**config.mk**
```make
export PLATFORM = sky130hd
export DESIGN_NAME = tensor_nearest_upsample_3d_core
export DESIGN_NICKNAME = d
export VERILOG_FILES = /design/src/hdl/tnu3d_pkg.sv /design/src/hdl/tnu3d_cfg.sv /design/src/hdl/tnu3d_ctrl.sv /design/src/hdl/tnu3d_dp.sv /design/src/hdl/tensor_nearest_upsample_3d_core.sv
export SDC_FILE = /design/constraint.sdc
export NUM_CORES = 2
export LEC_CHECK = 0
export BUFFER_PORTS_ARGS = -buffer_cell sky130_fd_sc_hd__buf_2
export CAP_MARGIN = 20
export CORE_ASPECT_RATIO = 0.75
export CORE_MARGIN = 1
export CORE_UTILIZATION = 65
export DETAILED_ROUTE_END_ITERATION = 8
export HOLD_SLACK_MARGIN = 0.12
export PLACE_DENSITY = 0.83
export SLEW_MARGIN = 10
export SYNTH_ARGS = -nofsm -noshare
export SYNTH_HDL_FRONTEND = slang
export SYNTH_SLANG_ARGS = --single-unit
```
**constraint.sdc**
```tcl
create_clock -name clk -period 15.3 [get_ports clk]
set_clock_uncertainty 0.1 [all_clocks]
set_input_delay 1.53 -clock clk [delete_from_list [all_inputs] [get_ports clk]]
set_output_delay 1.53 -clock clk [all_outputs]
set_load 0.05 [all_outputs]
```
**src/hdl/tnu3d_pkg.sv**
```systemverilog
package tnu3d_pkg;

	// Field widths of the configuration registers and of the result address.
	localparam int FACTOR_W  = 3;
	localparam int DIM_REG_W = 9;
	localparam int CHAN_REG_W = 5;
	localparam int CFG_DATA_W = 9;
	localparam int CFG_IDX_W = 3;
	localparam int ADDR_W = 34;

	// Enlarged size along one axis and the size of one enlarged plane.
	localparam int EXT_W = DIM_REG_W + FACTOR_W;
	localparam int HW_W = 2 * EXT_W;

	typedef enum logic [CFG_IDX_W-1:0] {
		REG_WIDTH_FACTOR  = 3'd0,
		REG_HEIGHT_FACTOR = 3'd1,
		REG_DEPTH_FACTOR  = 3'd2,
		REG_IN_WIDTH      = 3'd3,
		REG_IN_HEIGHT     = 3'd4,
		REG_IN_DEPTH      = 3'd5,
		REG_CHANNEL_COUNT = 3'd6
	} reg_idx_t;

	// Configuration after range limiting.
	typedef struct packed {
		logic [FACTOR_W-1:0]   wf;
		logic [FACTOR_W-1:0]   hf;
		logic [FACTOR_W-1:0]   df;
		logic [DIM_REG_W-1:0]  iw;
		logic [DIM_REG_W-1:0]  ih;
		logic [DIM_REG_W-1:0]  id;
		logic [CHAN_REG_W-1:0] nc;
	} cfg_t;

	typedef struct packed {
		logic load;
		logic mul2;
		logic mul3;
		logic mul4;
		logic emit;
	} cmd_t;

	typedef struct packed {
		logic out_free;
		logic last_copy;
	} sts_t;

endpackage

```
**src/hdl/tnu3d_cfg.sv**
```systemverilog
module tnu3d_cfg #(
	parameter int MAX_FACTOR = 4,
	parameter int MAX_DIM = 256,
	parameter int MAX_CHANNELS = 16
) (
	input  logic                                 clk,
	input  logic                                 arst_n,
	input  logic                                 cfg_wr_en,
	input  logic [tnu3d_pkg::CFG_IDX_W-1:0]      cfg_index,
	input  logic [tnu3d_pkg::CFG_DATA_W-1:0]     cfg_data,
	output tnu3d_pkg::cfg_t                      cfg
);
	import tnu3d_pkg::*;

	localparam logic [FACTOR_W-1:0] FMAX =
		(MAX_FACTOR > 7) ? FACTOR_W'(7) : FACTOR_W'(MAX_FACTOR);
	localparam logic [DIM_REG_W-1:0] DMAX =
		(MAX_DIM > 511) ? DIM_REG_W'(511) : DIM_REG_W'(MAX_DIM);
	localparam logic [CHAN_REG_W-1:0] CMAX =
		(MAX_CHANNELS > 31) ? CHAN_REG_W'(31) : CHAN_REG_W'(MAX_CHANNELS);

	logic [FACTOR_W-1:0]   wf_q, hf_q, df_q;
	logic [DIM_REG_W-1:0]  iw_q, ih_q, id_q;
	logic [CHAN_REG_W-1:0] nc_q;

	always_ff @(posedge clk or negedge arst_n) begin
		if (!arst_n) begin
			wf_q <= FACTOR_W'(1);
			hf_q <= FACTOR_W'(1);
			df_q <= FACTOR_W'(1);
			iw_q <= DIM_REG_W'(1);
			ih_q <= DIM_REG_W'(1);
			id_q <= DIM_REG_W'(1);
			nc_q <= CHAN_REG_W'(1);
		end else if (cfg_wr_en) begin
			unique case (reg_idx_t'(cfg_index))
				REG_WIDTH_FACTOR:  wf_q <= cfg_data[FACTOR_W-1:0];
				REG_HEIGHT_FACTOR: hf_q <= cfg_data[FACTOR_W-1:0];
				REG_DEPTH_FACTOR:  df_q <= cfg_data[FACTOR_W-1:0];
				REG_IN_WIDTH:      iw_q <= cfg_data[DIM_REG_W-1:0];
				REG_IN_HEIGHT:     ih_q <= cfg_data[DIM_REG_W-1:0];
				REG_IN_DEPTH:      id_q <= cfg_data[DIM_REG_W-1:0];
				REG_CHANNEL_COUNT: nc_q <= cfg_data[CHAN_REG_W-1:0];
				default: ;
			endcase
		end
	end

	// Zero counts as one; anything above the supported maximum saturates.
	always_comb begin
		cfg.wf = (wf_q == '0) ? FACTOR_W'(1) : ((wf_q > FMAX) ? FMAX : wf_q);
		cfg.hf = (hf_q == '0) ? FACTOR_W'(1) : ((hf_q > FMAX) ? FMAX : hf_q);
		cfg.df = (df_q == '0) ? FACTOR_W'(1) : ((df_q > FMAX) ? FMAX : df_q);
		cfg.iw = (iw_q == '0) ? DIM_REG_W'(1) : ((iw_q > DMAX) ? DMAX : iw_q);
		cfg.ih = (ih_q == '0) ? DIM_REG_W'(1) : ((ih_q > DMAX) ? DMAX : ih_q);
		cfg.id = (id_q == '0) ? DIM_REG_W'(1) : ((id_q > DMAX) ? DMAX : id_q);
		cfg.nc = (nc_q == '0) ? CHAN_REG_W'(1) : ((nc_q > CMAX) ? CMAX : nc_q);
	end

endmodule

```
**src/hdl/tnu3d_ctrl.sv**
```systemverilog
module tnu3d_ctrl (
	input  logic              clk,
	input  logic              arst_n,
	input  logic              s_tvalid,
	output logic              s_tready,
	input  tnu3d_pkg::sts_t   sts,
	output tnu3d_pkg::cmd_t   cmd
);
	import tnu3d_pkg::*;

	typedef enum logic [4:0] {
		ST_IDLE = 5'b00001,
		ST_MUL2 = 5'b00010,
		ST_MUL3 = 5'b00100,
		ST_MUL4 = 5'b01000,
		ST_EMIT = 5'b10000
	} state_t;

	state_t state_q, state_d;

	assign s_tready = (state_q == ST_IDLE);

	always_comb begin
		cmd.load = (state_q == ST_IDLE) && s_tvalid;
		cmd.mul2 = (state_q == ST_MUL2);
		cmd.mul3 = (state_q == ST_MUL3);
		cmd.mul4 = (state_q == ST_MUL4);
		cmd.emit = (state_q == ST_EMIT) && sts.out_free;
	end

	always_comb begin
		state_d = state_q;
		unique case (state_q)
			ST_IDLE: if (s_tvalid) state_d = ST_MUL2;
			ST_MUL2: state_d = ST_MUL3;
			ST_MUL3: state_d = ST_MUL4;
			ST_MUL4: state_d = ST_EMIT;
			ST_EMIT: if (sts.out_free && sts.last_copy) state_d = ST_IDLE;
			default: state_d = ST_IDLE;
		endcase
	end

	always_ff @(posedge clk or negedge arst_n) begin
		if (!arst_n) begin
			state_q <= ST_IDLE;
		end else begin
			state_q <= state_d;
		end
	end

`ifndef SYNTHESIS
	a_load_starts: assert property (@(posedge clk) disable iff (!arst_n)
		cmd.load |=> state_q == ST_MUL2)
		else $error("accepted request did not start the address setup");
	a_last_ends: assert property (@(posedge clk) disable iff (!arst_n)
		cmd.emit && sts.last_copy |=> state_q == ST_IDLE)
		else $error("controller did not return to idle after the final copy");
	a_emit_only_free: assert property (@(posedge clk) disable iff (!arst_n)
		cmd.emit |-> state_q == ST_EMIT && sts.out_free)
		else $error("copy issued while the output register was occupied");
`endif

endmodule

```
**src/hdl/tnu3d_dp.sv**
```systemverilog
module tnu3d_dp #(
	parameter int MAX_DIM = 256,
	parameter int MAX_CHANNELS = 16,
	parameter int DATA_WIDTH = 32
) (
	input  logic                                                  clk,
	input  logic                                                  arst_n,
	input  tnu3d_pkg::cfg_t                                       cfg,
	input  tnu3d_pkg::cmd_t                                       cmd,
	output tnu3d_pkg::sts_t                                       sts,
	input  logic [DATA_WIDTH-1:0]                                 sample,
	output logic                                                  m_tvalid,
	input  logic                                                  m_tready,
	output logic [((tnu3d_pkg::ADDR_W+DATA_WIDTH+7)/8)*8-1:0]     m_tdata,
	output logic                                                  m_tlast,
	output logic                                                  m_tuser
);
	import tnu3d_pkg::*;

	localparam int X_W = $clog2(MAX_DIM);
	localparam int C_W = (MAX_CHANNELS > 1) ? $clog2(MAX_CHANNELS) : 1;
	localparam int O_W = X_W + FACTOR_W;
	localparam int OUT_W = ((ADDR_W + DATA_WIDTH + 7) / 8) * 8;

	// Position of the next input element.
	logic [X_W-1:0] x_q, y_q, z_q;
	logic [C_W-1:0] c_q;
	logic x_end, y_end, z_end, c_end;

	// Per-element working registers.
	logic [C_W-1:0]        c_work_q;
	logic [EXT_W-1:0]      ext_w_q, ext_h_q, ext_d_q;
	logic [O_W-1:0]        ox_q, oy_q, oz_q;
	logic [HW_W-1:0]       hw_q;
	logic [ADDR_W-1:0]     t1_q, t2_q;
	logic [ADDR_W-1:0]     addr_q, row_q, plane_q;
	logic [FACTOR_W-1:0]   dx_q, dy_q, dz_q;
	logic [DATA_WIDTH-1:0] value_q;
	logic                  last_elem_q;
	logic                  last_x, last_y, last_z;
	logic [ADDR_W-1:0]     row_next, plane_next;

	assign x_end = 32'(x_q) >= 32'(cfg.iw) - 32'd1;
	assign y_end = 32'(y_q) >= 32'(cfg.ih) - 32'd1;
	assign z_end = 32'(z_q) >= 32'(cfg.id) - 32'd1;
	assign c_end = 32'(c_q) >= 32'(cfg.nc) - 32'd1;

	always_ff @(posedge clk or negedge arst_n) begin
		if (!arst_n) begin
			x_q <= '0;
			y_q <= '0;
			z_q <= '0;
			c_q <= '0;
		end else if (cmd.load) begin
			if (!x_end) begin
				x_q <= x_q + 1'b1;
			end else begin
				x_q <= '0;
				if (!y_end) begin
					y_q <= y_q + 1'b1;
				end else begin
					y_q <= '0;
					if (!z_end) begin
						z_q <= z_q + 1'b1;
					end else begin
						z_q <= '0;
						c_q <= c_end ? '0 : c_q + 1'b1;
					end
				end
			end
		end
	end

	assign last_x = (dx_q == cfg.wf - 1'b1);
	assign last_y = (dy_q == cfg.hf - 1'b1);
	assign last_z = (dz_q == cfg.df - 1'b1);
	assign row_next = row_q + ADDR_W'(ext_w_q);
	assign plane_next = plane_q + ADDR_W'(hw_q);

	assign sts.last_copy = last_x && last_y && last_z;
	assign sts.out_free = !m_tvalid || m_tready;

	// Base address ((c*D + oz)*H + oy)*W + ox is built in the load, mul2, mul3
	// and mul4 steps; the copies then step through it by additions.
	always_ff @(posedge clk) begin
		if (cmd.load) begin
			value_q     <= sample;
			c_work_q    <= c_q;
			last_elem_q <= x_end && y_end && z_end && c_end;
			ext_w_q     <= EXT_W'(cfg.iw) * EXT_W'(cfg.wf);
			ext_h_q     <= EXT_W'(cfg.ih) * EXT_W'(cfg.hf);
			ext_d_q     <= EXT_W'(cfg.id) * EXT_W'(cfg.df);
			ox_q        <= O_W'(x_q) * O_W'(cfg.wf);
			oy_q        <= O_W'(y_q) * O_W'(cfg.hf);
			oz_q        <= O_W'(z_q) * O_W'(cfg.df);
		end
		if (cmd.mul2) begin
			t1_q <= ADDR_W'(c_work_q) * ADDR_W'(ext_d_q) + ADDR_W'(oz_q);
			hw_q <= HW_W'(ext_h_q) * HW_W'(ext_w_q);
		end
		if (cmd.mul3) begin
			t2_q <= t1_q * ADDR_W'(ext_h_q) + ADDR_W'(oy_q);
		end
		if (cmd.mul4) begin
			addr_q  <= t2_q * ADDR_W'(ext_w_q) + ADDR_W'(ox_q);
			row_q   <= t2_q * ADDR_W'(ext_w_q) + ADDR_W'(ox_q);
			plane_q <= t2_q * ADDR_W'(ext_w_q) + ADDR_W'(ox_q);
			dx_q    <= '0;
			dy_q    <= '0;
			dz_q    <= '0;
		end else if (cmd.emit) begin
			if (!last_x) begin
				dx_q   <= dx_q + 1'b1;
				addr_q <= addr_q + 1'b1;
			end else if (!last_y) begin
				dx_q   <= '0;
				dy_q   <= dy_q + 1'b1;
				row_q  <= row_next;
				addr_q <= row_next;
			end else begin
				dx_q    <= '0;
				dy_q    <= '0;
				dz_q    <= dz_q + 1'b1;
				plane_q <= plane_next;
				row_q   <= plane_next;
				addr_q  <= plane_next;
			end
		end
	end

	always_ff @(posedge clk or negedge arst_n) begin
		if (!arst_n) begin
			m_tvalid <= 1'b0;
		end else if (cmd.emit) begin
			m_tvalid <= 1'b1;
		end else if (m_tready) begin
			m_tvalid <= 1'b0;
		end
	end

	always_ff @(posedge clk) begin
		if (cmd.emit) begin
			m_tdata <= OUT_W'({value_q, addr_q});
			m_tlast <= sts.last_copy;
			m_tuser <= sts.last_copy && last_elem_q;
		end
	end

`ifndef SYNTHESIS
	a_done_on_last: assert property (@(posedge clk) disable iff (!arst_n)
		m_tvalid && m_tuser |-> m_tlast)
		else $error("tensor end flagged on a copy that does not end its element");
	a_last_copy_out: assert property (@(posedge clk) disable iff (!arst_n)
		cmd.emit && sts.last_copy |=> m_tvalid && m_tlast)
		else $error("final copy of an element left without its end mark");
	a_copy_in_range: assert property (@(posedge clk) disable iff (!arst_n)
		cmd.emit |-> dx_q < cfg.wf && dy_q < cfg.hf && dz_q < cfg.df)
		else $error("copy counter ran past its factor");
`endif

endmodule

```
**src/hdl/tensor_nearest_upsample_3d_core.sv**
```systemverilog
// Channel   Direction  Data                                         Side bits
// s_*       in         tdata: sample                                none
// m_*       out        tdata: out_address, out_value               tlast: run_last,
//                                                                   tuser: tensor_done
// cfg_*     in         cfg_index selects, cfg_data holds the value  write only
//
// Each element passes through taking the request, the multiply chain MUL2,
// MUL3, MUL4 that forms the base address, and one copy per cycle while the
// output is free, since the output register takes one result a cycle.
// Reset clears the position counters and sets every configuration register to one.
// A stalled output holds the copy sequence; the next request is taken as soon
// as the final copy of an element sits in the output register.
module tensor_nearest_upsample_3d_core #(
	parameter int MAX_FACTOR = 4,
	parameter int MAX_DIM = 256,
	parameter int MAX_CHANNELS = 16,
	parameter int DATA_WIDTH = 32
) (
	input  logic                                              clk,
	input  logic                                              arst_n,
	input  logic                                              s_tvalid,
	output logic                                              s_tready,
	// sample
	input  logic [((DATA_WIDTH+7)/8)*8-1:0]                   s_tdata,
	output logic                                              m_tvalid,
	input  logic                                              m_tready,
	// out_address, out_value
	output logic [((tnu3d_pkg::ADDR_W+DATA_WIDTH+7)/8)*8-1:0] m_tdata,
	output logic                                              m_tlast,
	// tensor_done
	output logic                                              m_tuser,
	input  logic                                              cfg_wr_en,
	input  logic [tnu3d_pkg::CFG_IDX_W-1:0]                   cfg_index,
	input  logic [tnu3d_pkg::CFG_DATA_W-1:0]                  cfg_data
);
	import tnu3d_pkg::*;

	cfg_t cfg;
	cmd_t cmd;
	sts_t sts;

	tnu3d_cfg #(
		.MAX_FACTOR  (MAX_FACTOR),
		.MAX_DIM     (MAX_DIM),
		.MAX_CHANNELS(MAX_CHANNELS)
	) u_cfg (
		.clk      (clk),
		.arst_n   (arst_n),
		.cfg_wr_en(cfg_wr_en),
		.cfg_index(cfg_index),
		.cfg_data (cfg_data),
		.cfg      (cfg)
	);

	tnu3d_ctrl u_ctrl (
		.clk     (clk),
		.arst_n  (arst_n),
		.s_tvalid(s_tvalid),
		.s_tready(s_tready),
		.sts     (sts),
		.cmd     (cmd)
	);

	tnu3d_dp #(
		.MAX_DIM     (MAX_DIM),
		.MAX_CHANNELS(MAX_CHANNELS),
		.DATA_WIDTH  (DATA_WIDTH)
	) u_dp (
		.clk     (clk),
		.arst_n  (arst_n),
		.cfg     (cfg),
		.cmd     (cmd),
		.sts     (sts),
		.sample  (s_tdata[DATA_WIDTH-1:0]),
		.m_tvalid(m_tvalid),
		.m_tready(m_tready),
		.m_tdata (m_tdata),
		.m_tlast (m_tlast),
		.m_tuser (m_tuser)
	);

endmodule
```
==> impl_metrics.json <==
{
  "run_status": "complete, no violations",
  "placementRows": 85,
  "cp_common_cell": "fa_1",
  "grt.met2_usage_pct": 49.70,
  "dp_cells": 5898,
  "met3_usage_pct": 5.474,
  "muxShareOfSynthArea_pct": 1.283,
  "most_instantiated_cells_after_synthesis": "inv_1 (874), nand2_1 (769), fa_1 (604)",
  "cts_buffer_depth": 3,
  "yosys_most_used_dff": "edfxtp_1",
  "syn-cell-area_um2": 47670,
  "timing_limited_maximum_frequency_ghz": 0.1479,
  "cts.repair_timing.setup_buffer_count": 0,
  "slew_viol_final": 0,
  "antenna_found_initial": 0,
  "antenna-diode-count": 0,
  "ctsRootBufferMaster": "clkbuf_16",
  "wire_per_inst_um": 18.93,
  "wl_mm": 113.2,
  "synthToLayoutAreaGrowth_pct": 6.137,
  "yosysTopAreaCell": "fa_1",
  "worst_path_largest_cell_delay_ps": 1100,
  "crit_path_max_fanout": 29,
  "synth.area.top_cells": "fa_1 (25%), edfxtp_1 (22%), ha_1 (10%), inv_1 (6.9%), nand2_1 (6.1%)",
  "gp_congestion": 0.9282,
  "setup_repair_after_global_routing_missed_its_margin": "no",
  "top_usage_layer": "met2",
  "dpl.hpwl_mm": 85.89,
  "grt_overflow_total": 0,
  "synth_area_in_xor_xnor_pct": 4.722,
  "path_clk_slew_ps": 60,
  "worstPathRequired_ps": 15550,
  "ios": 125,
  "tightestPinTransition_ps": 1144,
  "postSynthRegisterBits": 432,
  "critical_path_arrival_ps": 7000,
  "grt_pass1_vias": 36232,
  "cts_tree": "yes",
  "synthMostInstantiatedCell": "inv_1",
  "worst_path_bufs_invs": 3,
  "numPortBuffers": 118,
  "num_vias": 35166,
  "insertion_delay_ps": 640,
  "final_critical_path_time_including_i_o_delays_and_setup_ps": 6760,
  "synth_top_family_by_area": "adder cells",
  "start_util_pct": 66.11,
  "core_area_um2": 72110,
  "cts_hold_repair.buffers": 0,
  "post_synth_fa_ha_maj_area_fraction_pct": 35.76,
  "stdcell_count": 5981,
  "htree_levels": 2,
  "cts_num_sinks": 432,
  "cts-resized-gates": 0,
  "share_of_synthesized_area_occupied_by_flip_flops_and_latches_pct": 26.26,
  "post_synth.cell_area_avg_um2": 9.568,
  "antenna_violating_nets_post_route": 0,
  "global_route_wire_length_before_repair_mm": 185.7,
  "post_route_cells_drive_above_1_share_pct": 6.310,
  "dieArea_um2": 74440,
  "fill_cells": 5189,
  "synth.lib_cells_used.distinct": 85,
  "synthArstFlopShare_pct": 17.36,
  "fin_tns_setup_ps": 0,
  "fin_nets": 6038,
  "worstSetupStartpointType": "flip-flop",
  "layout_worst_path_cycle_share_pct": 44.18,
  "count_of_endpoints_failing_hold_in_the_final_timing_report": 0,
  "critical_path.slowest_cell": "edfxtp_1",
  "chipHeight_um": 236.5,
  "timing.setup.critical_path_class": "flip-flop to flip-flop",
  "fp.dieW_um": 314.7,
  "final_setup_violation_count": 0,
  "firstDrtPassIters": 6,
  "timing.max_cap.violations": 0,
  "drt_drc_violations_left": 0,
  "synth-edff-count": 348,
  "largest_net_degree_at_the_start_of_global_routing": 76,
  "max_slew_margin_pct": 23.72,
  "post_synth_and_or_nand_nor_area_fraction_pct": 15.33,
  "track_usage_pct": 31.22,
  "cts_buffers": 46,
  "synth_compound_gate_area_share_pct": 8.071,
  "yosysWarnings": 0,
  "worst_path_cell_trace": "nand2_1 > fa_1 > inv_1 > fa_1 > fa_1 > fa_1 > inv_1 > fa_1 > inv_1 > ha_1 > a21o_1 > a21o_1 > nor3_1 > a211o_1 > a31oi_1 > a41oi_1 > nand2_1 > a31oi_1 > xnor2_1",
  "post_drt_via_cell_ratio": 5.880,
  "crit_family": "adder cells",
  "detail_route.iter0.violations": 3129,
  "hp-class": "flip-flop to flip-flop",
  "synthesis.instances": 4982,
  "critical_path.endpoint_type": "flip-flop",
  "grt_use_met1_pct": 44.44,
  "synth_top_area_share_pct": 25.37
}
[final timing paths]
check	start	end	slack [ps]	cells past startpoint
max in group asynchronous	arst_n	u_dp.m_tvalid$_DFFE_PN0P_	13530	1
min reg2reg	u_dp.value_q[1]$_DFFE_PP_	u_dp.m_tdata[35]$_DFFE_PP_	320	0
min in group asynchronous	arst_n	u_cfg.nc_q[3]$_DFFE_PN0P_	950	1
min	u_dp.value_q[1]$_DFFE_PP_	u_dp.m_tdata[35]$_DFFE_PP_	320	0
max reg2reg	u_dp.ext_h_q[2]$_DFFE_PP_	u_dp.t2_q[28]$_DFFE_PN_	8540	19
max	u_dp.ext_h_q[2]$_DFFE_PP_	u_dp.t2_q[28]$_DFFE_PN_	8540	19
[registers in the layout (all words and copies together) (netlist names), 9 cells and up]
register and count:
u_dp.oy_q 11, u_dp.ext_w_q 12, u_dp.row_q 34, u_dp.value_q 32, u_cfg.iw_q 9, u_dp.hw_q 24
u_dp.plane_q 34, u_cfg.id_q 9, u_dp.ext_h_q 12, u_dp.m_tdata 66, u_dp.t1_q 17, u_cfg.ih_q 9
u_dp.t2_q 31, u_dp.oz_q 11, u_dp.ox_q 11, u_dp.ext_d_q 12, u_dp.addr_q 34
[cell families (layout without fill, tap and decap cells)]
family	Yosys count	in the layout
compound gates	605	605
xor+xnor	257	257
fa+ha+maj	1000	1000
buf+inv	1081	1118
flops	432	432
mux	56	56
other cells	1	6
simple gates	1550	1550
[layout make-up]
type | instances | area, µm² | area share (%)
repair buffers | 160 | 908.4 | 1.795
multi-input cells | 3474 | 31130 | 61.54
flip-flops and latches | 432 | 12520 | 24.74
clock inverters | 27 | 299.0 | 0.5910
well taps | 957 | 1197 | 2.367
inverters | 875 | 3287 | 6.497
clock buffers | 56 | 1251 | 2.473
[stage by stage]
stage | utilization [%] | setup slack (ps) | hold slack (ps) | area (µm²)
finish | 70.17 | 8540 | 318.0 | 50590
global placement | 68.01 | 8841 | 300.5 | 49040
floorplan | - | 8692 | 300.3 | 47690
detailed placement | 68.02 | 8691 | 304.5 | 49040
global route | 70.17 | 8255 | 320.9 | 50590
CTS | 70.17 | 8665 | 318.6 | 50590
[routing by layer]
| layer | share of wire, % | routed length (µm) |
|---|---|---|
| met2 | 46 | 52440 |
| met4 | 2.3 | 2649 |
| met3 | 9.6 | 10890 |
| met5 | 0 | 0 |
| met1 | 42 | 47250 |
[layout by cell type (no fill, tap or decap), types with 22 or more instances in the layout]
cell type / n
xnor2_1: 162
o21a_1: 23
nor2b_1: 42
o21ai_0: 142
buf_2: 117
a211oi_1: 24
nand3_1: 58
o21bai_1: 22
and2_1: 295
fa_1: 604
nand2b_1: 30
clkbuf_16: 48
and3_1: 33
nor2_1: 167
mux2_2: 41
dfrtp_1: 67
nand2_1: 769
nor3_1: 50
a21oi_1: 167
buf_4: 43
xor2_1: 95
edfxtp_1: 348
ha_1: 396
inv_1: 872
a21o_1: 76
Power is not shown: default switching activity piles up to over one toggle a cycle in this logic, so the estimate is an artifact.
